### config.mk
export PLATFORM = sky130hd
export DESIGN_NAME = emsu_ctrl
export DESIGN_NICKNAME = d
export VERILOG_FILES = /design/src/rtl/core/emsu_pkg.sv /design/src/rtl/core/emsu_ctrl.sv
export SDC_FILE = /design/constraint.sdc
export NUM_CORES = 1
export LEC_CHECK = 0
export ABC_CLOCK_PERIOD_IN_PS = 2300
export CAP_MARGIN = 10
export CORE_MARGIN = 2
export CORE_UTILIZATION = 40
export DETAILED_ROUTE_END_ITERATION = 8
export DONT_BUFFER_PORTS = 1
export PLACE_DENSITY_LB_ADDON = 0.3
export SLEW_MARGIN = 20
export SYNTH_ARGS = -nofsm -noshare
export SYNTH_HDL_FRONTEND = slang
export SYNTH_SLANG_ARGS = --single-unit
export TNS_END_PERCENT = 5
### constraint.sdc
create_clock -name clk -period 2.3 [get_ports clk]
set_input_delay 0.115 -clock clk [delete_from_list [all_inputs] [get_ports clk]]
set_output_delay 0.115 -clock clk [all_outputs]
set_load 0.01 [all_outputs]
### src/rtl/core/emsu_pkg.sv
// Shared types and defaults for the edge midpoint subdivision unit.
// Holds the controller/datapath command and status structs and the field codes.
`default_nettype none

package emsu_pkg;

    localparam int DEF_VERTEX_SLOTS = 4096;
    localparam int DEF_EDGE_SLOTS   = 4096;
    localparam int DEF_COORD_BITS   = 32;

    localparam int IDX_W   = 12;
    localparam int OUT_C_W = 32;

    // Input command codes
    localparam logic [1:0] CMD_START  = 2'd0;
    localparam logic [1:0] CMD_LOAD   = 2'd1;
    localparam logic [1:0] CMD_SUBDIV = 2'd2;

    // Result kinds
    localparam logic KIND_VERTEX = 1'b0;
    localparam logic KIND_TRI    = 1'b1;

    // Error codes
    localparam logic [1:0] ERR_NONE   = 2'd0;
    localparam logic [1:0] ERR_CORNER = 2'd1;
    localparam logic [1:0] ERR_FULL   = 2'd2;

    typedef struct packed {
        logic       take_in;
        logic       clr_start;
        logic       clr_step;
        logic       load_vtx;
        logic       probe_start;
        logic       probe_next;
        logic [1:0] edge_sel;
        logic       clr_miss;
        logic       rec_miss;
        logic       rec_hit_mid;
        logic       sel_q;
        logic       cap_p;
        logic       insert;
        logic       emit_vtx;
        logic       emit_tri;
        logic [1:0] tri_sel;
        logic       emit_err;
        logic [1:0] err_code;
    } emsu_cmd_t;

    typedef struct packed {
        logic [1:0] cmd_code;
        logic       clear_done;
        logic       store_full;
        logic       corner_bad;
        logic       probe_hit;
        logic       probe_empty;
        logic       probe_exhausted;
        logic       overflow;
        logic       can_emit;
    } emsu_stat_t;

endpackage

`default_nettype wire

### src/rtl/core/emsu_ctrl.sv
// Sequencing state machine of the subdivision unit.
// Depends on emsu_pkg for the command and status structs.
`default_nettype none

module emsu_ctrl
    import emsu_pkg::*;
(
    input  wire logic       clk,
    input  wire logic       rst_n,
    input  wire logic       in_valid,
    output logic            in_ready,
    input  emsu_stat_t      stat,
    output emsu_cmd_t       cmd
);

    localparam logic [3:0] S_CLEAR  = 4'd0;
    localparam logic [3:0] S_IDLE   = 4'd1;
    localparam logic [3:0] S_DECODE = 4'd2;
    localparam logic [3:0] S_PSTART = 4'd3;
    localparam logic [3:0] S_PREAD  = 4'd4;
    localparam logic [3:0] S_PCMP   = 4'd5;
    localparam logic [3:0] S_CHECK  = 4'd6;
    localparam logic [3:0] S_RDP    = 4'd7;
    localparam logic [3:0] S_RDQ    = 4'd8;
    localparam logic [3:0] S_INSERT = 4'd9;
    localparam logic [3:0] S_EMITV  = 4'd10;
    localparam logic [3:0] S_TRI    = 4'd11;
    localparam logic [3:0] S_ERR    = 4'd12;

    logic [3:0] state_reg, state_next;
    logic       phase2_reg, phase2_next;
    logic [1:0] edge_reg, edge_next;
    logic [1:0] tri_reg, tri_next;
    logic [1:0] err_reg, err_next;

    always_ff @(posedge clk or negedge rst_n)
    begin
        if (!rst_n)
        begin
            state_reg  <= S_CLEAR;
            phase2_reg <= 1'b0;
            edge_reg   <= 2'd0;
            tri_reg    <= 2'd0;
            err_reg    <= ERR_NONE;
        end
        else
        begin
            state_reg  <= state_next;
            phase2_reg <= phase2_next;
            edge_reg   <= edge_next;
            tri_reg    <= tri_next;
            err_reg    <= err_next;
        end
    end

    always_comb
    begin
        state_next  = state_reg;
        phase2_next = phase2_reg;
        edge_next   = edge_reg;
        tri_next    = tri_reg;
        err_next    = err_reg;
        cmd         = '0;
        cmd.edge_sel = edge_reg;
        cmd.tri_sel  = tri_reg;
        cmd.err_code = err_reg;
        in_ready    = 1'b0;
        case (state_reg)
            S_CLEAR:
            begin
                cmd.clr_step = 1'b1;
                if (stat.clear_done)
                    state_next = S_IDLE;
            end
            S_IDLE:
            begin
                in_ready = 1'b1;
                if (in_valid)
                begin
                    cmd.take_in = 1'b1;
                    cmd.clr_miss = 1'b1;
                    state_next = S_DECODE;
                end
            end
            S_DECODE:
            begin
                case (stat.cmd_code)
                    CMD_START:
                    begin
                        cmd.clr_start = 1'b1;
                        state_next = S_CLEAR;
                    end
                    CMD_LOAD:
                    begin
                        if (stat.store_full)
                        begin
                            err_next = ERR_FULL;
                            state_next = S_ERR;
                        end
                        else
                        begin
                            cmd.load_vtx = 1'b1;
                            state_next = S_IDLE;
                        end
                    end
                    CMD_SUBDIV:
                    begin
                        if (stat.corner_bad)
                        begin
                            err_next = ERR_CORNER;
                            state_next = S_ERR;
                        end
                        else
                        begin
                            edge_next = 2'd0;
                            phase2_next = 1'b0;
                            state_next = S_PSTART;
                        end
                    end
                    default:
                        state_next = S_IDLE;
                endcase
            end
            S_PSTART:
            begin
                cmd.probe_start = 1'b1;
                state_next = S_PREAD;
            end
            S_PREAD:
                state_next = S_PCMP;
            S_PCMP:
            begin
                if (stat.probe_hit)
                begin
                    cmd.rec_hit_mid = phase2_reg;
                    if (edge_reg == 2'd2)
                        state_next = phase2_reg ? S_TRI : S_CHECK;
                    else
                    begin
                        edge_next = edge_reg + 2'd1;
                        state_next = S_PSTART;
                    end
                end
                else if (stat.probe_empty || stat.probe_exhausted)
                begin
                    if (phase2_reg)
                        state_next = S_RDP;
                    else
                    begin
                        cmd.rec_miss = 1'b1;
                        if (edge_reg == 2'd2)
                            state_next = S_CHECK;
                        else
                        begin
                            edge_next = edge_reg + 2'd1;
                            state_next = S_PSTART;
                        end
                    end
                end
                else
                begin
                    cmd.probe_next = 1'b1;
                    state_next = S_PREAD;
                end
            end
            S_CHECK:
            begin
                if (stat.overflow)
                begin
                    err_next = ERR_FULL;
                    state_next = S_ERR;
                end
                else
                begin
                    phase2_next = 1'b1;
                    edge_next = 2'd0;
                    tri_next = 2'd0;
                    state_next = S_PSTART;
                end
            end
            S_RDP:
                state_next = S_RDQ;
            S_RDQ:
            begin
                cmd.sel_q = 1'b1;
                cmd.cap_p = 1'b1;
                state_next = S_INSERT;
            end
            S_INSERT:
            begin
                cmd.insert = 1'b1;
                state_next = S_EMITV;
            end
            S_EMITV:
            begin
                if (stat.can_emit)
                begin
                    cmd.emit_vtx = 1'b1;
                    if (edge_reg == 2'd2)
                        state_next = S_TRI;
                    else
                    begin
                        edge_next = edge_reg + 2'd1;
                        state_next = S_PSTART;
                    end
                end
            end
            S_TRI:
            begin
                if (stat.can_emit)
                begin
                    cmd.emit_tri = 1'b1;
                    tri_next = tri_reg + 2'd1;
                    if (tri_reg == 2'd3)
                        state_next = S_IDLE;
                end
            end
            S_ERR:
            begin
                if (stat.can_emit)
                begin
                    cmd.emit_err = 1'b1;
                    state_next = S_IDLE;
                end
            end
            default:
                state_next = S_IDLE;
        endcase
    end

endmodule

`default_nettype wire

==> PnR_summary.wiki <==
{| class="wikitable"
! Metric !! Value
|-
| Number of distinct library cells after synthesis || 42
|-
| Number of core rows || 18
|-
| Number of gates resized after CTS || 0
|-
| Worst clock skew || 0.002990 ns
|-
| Fraction of final layout cells sized beyond drive strength 1 || 0.07914
|-
| Number of hold violations in the final report || 0
|-
| Post-synth top flop || dfrtp_1
|-
| Total inserted antenna cells || 0
|-
| Number of clock buffers inserted by TritonCTS || 3
|-
| Number of port buffers || 0
|-
| Post-synth EDFFs || 0
|-
| Max-Cap Viols || 0
|-
| Area grow syn2layout || 5.562%
|-
| Library cell contributing the largest single delay on the critical path || or4b_2
|-
| Worst-path clk slew || roughly 0.060 ns
|-
| Die area || roughly 0.0031 mm²
|-
| X dimension of the die || about 55 µm
|-
| Wire length of the first global-routing pass || 4.450 mm
|-
| Worst Max-Slew Pin Slew || between 0.6 and 0.7 ns
|-
| Postcts setup bufs || 0
|-
| Final Max Slew Viols || 0
|-
| Leakage power of the design || 0.4667 nW
|-
| Area fraction of the dominant cell type after synthesis || 0.2604
|-
| Number of flip-flops in the largest register || 4
|-
| First DRT Iteration DRCs || 42
|-
| Root buffer cell || clkbuf_4
|-
| Floorplan Core Area || 0.002500 mm²
|-
| Antenna violations before repair || 0
|-
| Max FO, Critical Path || 6
|-
| Element type at the critical path start || register
|-
| Sinks on Clock Net || 11
|-
| Placed instance count || roughly 160
|-
| Post-route cell area || ~0.0011 mm²
|-
| Level count of the clock H-tree || 1
|-
| Share of synthesized registers carrying an async set or reset || 1.000
|-
| Starting density of the core || 0.4229
|-
| Die outline height || 55.41 µm
|-
| Residual overflow from global routing || 0
|-
| Number of vias after detailed routing || ~1000
|-
| Worst hold slack after final layout || 0.03080 ns
|-
| Total setup violations reported at the end of the flow || 0
|-
| Per-cell via count in the routed design || around 6
|-
| Detailed Routing Iterations Pass 1 || 4
|-
| Weighted congestion at the end of routability-driven global placement || about 0.95
|-
| Final worst path period share || 0.9048
|-
| Final #Nets || 155
|-
| Maximum number of pins on one net before global-route repair || 21
|-
| Crit path time final || approximately 2.1 ns
|-
| Synthesized cell area || between 0.001 and 0.0015 mm²
|-
| Required time worst endpoint || 2.44 ns
|-
| Number of synthesized register bits || 11
|-
| Setup TNS || 0 ns
|-
| Max_slew headroom || 0.5639
|-
| TritonCTS clock tree || yes
|-
| Arr. time, crit path || ~2.2 ns
|-
| Unrepaired setup endpoints after global routing || false
|-
| Type of the most critical hold path || primary input to register
|-
| Critical path start-end classification || register to register
|-
| Antenna violation net count after detailed routing || 0
|-
| Number of warnings printed during yosys synthesis || 0
|-
| Mean instance size in the synthesized netlist || ~7.6 µm²
|-
| Number of fill cells in the layout || 258
|-
| Number of top-level design ports || 35
|-
| Residual DRC || 0
|-
| Post-route insts no fill || 169
|-
| Delay of the slowest cell on the worst path || around 0.64 ns
|-
| Largest cells by area after synthesis || dfrtp_1, nand2b_1, nor2_1
|-
| Category of the worst setup path capture point || register
|-
| Run status || complete, no violations
|-
| Overall global routing resource usage || 0.1771
|-
| Worst-case clock buffer depth || 2
|-
| Final WL || 2.706 mm
|-
| Average routed wire per standard cell || 16.01 µm
|-
| FMAX || about 480 MHz
|-
| Number of global-route vias before repair || ~950
|-
| Gate count of the mapped netlist || 140
|-
| Worst-skew pair later-pin latency || 0.25 ns
|-
| Total half-perimeter wirelength after legalization and detailed placement || ~2.2 mm
|-
| Synth area leader || dfrtp_1
|-
| Standard cell area after detailed placement || about 0.0011 mm²
|-
| Syn nets || around 160
|-
| Sequential element share of the synthesized area || 0.2604
|-
| CP cell instances || inv_1 -> ha_1 -> or4b_2 -> o211ai_2 -> o211ai_1 -> mux2_1
|-
| Number of buffers inserted for hold repair after clock tree synthesis || 1
|-
| Power density over the cells || approximately 1300 mW/mm²
|-
| Worst vdd ir || about 0.64 mV
|}
## cells in the mapped netlist, types with 3 or more instances
cell type,number
nor2_1,14
dfrtp_1,11
nand2b_1,10
nand2_1,9
nor3_1,9
nor2b_1,8
a31oi_1,7
o21ai_0,7
inv_1,6
a21oi_1,5
clkbuf_1,5
nand3b_1,4
o211ai_1,4
and3_1,3
buf_2,3
## cell usage in the layout, fill, tap and decap left out, drive strengths merged, types with 2 or more instances in the layout
cell / synthesis / routed
nor3: 9 / 9
mux2i: 2 / 2
nor2: 14 / 14
nand3b: 4 / 4
dfrtp: 11 / 11
or3: 2 / 2
o211ai: 5 / 5
a21o: 2 / 2
and3: 3 / 3
nor2b: 8 / 8
ha: 2 / 2
mux2: 3 / 3
or3b: 2 / 2
inv: 6 / 6
nand2b: 10 / 10
o21ai: 9 / 9
buf: 6 / 5
clkbuf: 5 / 4
a31oi: 7 / 7
a21oi: 5 / 5
nand2: 9 / 9
## layer usage
| metal | track usage | up-vias | part of all wire |
|---|---|---|---|
| met2 | 0.2925 | 34 | 0.49 |
| met3 | 0.03513 | 0 | 0.087 |
| met5 | 0 | - | 0 |
| li1 | - | 503 | - |
| met1 | 0.2341 | 480 | 0.42 |
| met4 | 0.04878 | 0 | 0 |
## kinds of logic (layout without fill, tap and decap cells)
| group | after synthesis | after routing | synth area share |
|---|---|---|---|
| AND/OR/NAND/NOR | 72 | 72 | 0.3917 |
| AO/OA/AOI/OAI | 33 | 33 | 0.2024 |
| buffers and inverters | 17 | 16 | 0.07099 |
| flip-flops | 11 | 11 | 0.2604 |
| multiplexers | 5 | 5 | 0.05089 |
| adder cells (fa/ha/maj) | 2 | 2 | 0.02366 |
## critical path, delay by kind of cell (launching register included)
family,cells,cell delay (ns)
buffers and inverters,1,0.07
AOI/OAI and AO/OA,2,0.24
and+or+nand+nor,1,0.64
adders and majority gates,1,0.25
DFF,1,0.43
muxes,1,0.34
## area by class of cell
| cell class | count | area (µm²) | share of cell area |
|---|---|---|---|
| clock buffer | 4 | 26.28 | 0.02354 |
| inverter | 6 | 22.52 | 0.02018 |
| multi-input combinational | 112 | 706.9 | 0.6334 |
| sequential | 11 | 275.3 | 0.2466 |
| tap | 30 | 37.54 | 0.03363 |
| timing repair buffer | 6 | 47.55 | 0.04260 |
## where the power goes
group,internal [mW],switching [mW],total (mW)
registers,0.280,0.160,0.440
clock network,0.0668,0.0548,0.122
logic,0.362,0.485,0.847
## metrics by stage
| step | total power [mW] | setup slack, ns | utilization |
|---|---|---|---|
| after floorplan | 1.085 | 0.3381 | - |
| after global placement | 1.275 | 0.2855 | 0.4319 |
| after detailed placement | 1.278 | 0.2095 | 0.4319 |
| after CTS | 1.411 | 0.1982 | 0.4464 |
| after global routing | 1.539 | 0.1123 | 0.4464 |
| final | 1.409 | 0.2190 | 0.4464 |
## path summary, 6_finish.rpt
kind,slack [ns],cells after the start,startpoint,to
hold reg to reg,0.58,1,tri_reg[0],tri_reg[0]
setup reg to reg,0.22,6,edge_reg[0],edge_reg[0]
max in group asynchronous,1.74,1,rst_n,edge_reg[0]
hold / removal,0.03,2,stat[1],tri_reg[1]
min in group asynchronous,0.24,1,rst_n,err_reg[0]
setup / recovery,0.22,6,edge_reg[0],edge_reg[0]
No activity file was read; power rests on OpenSTA's default activity.
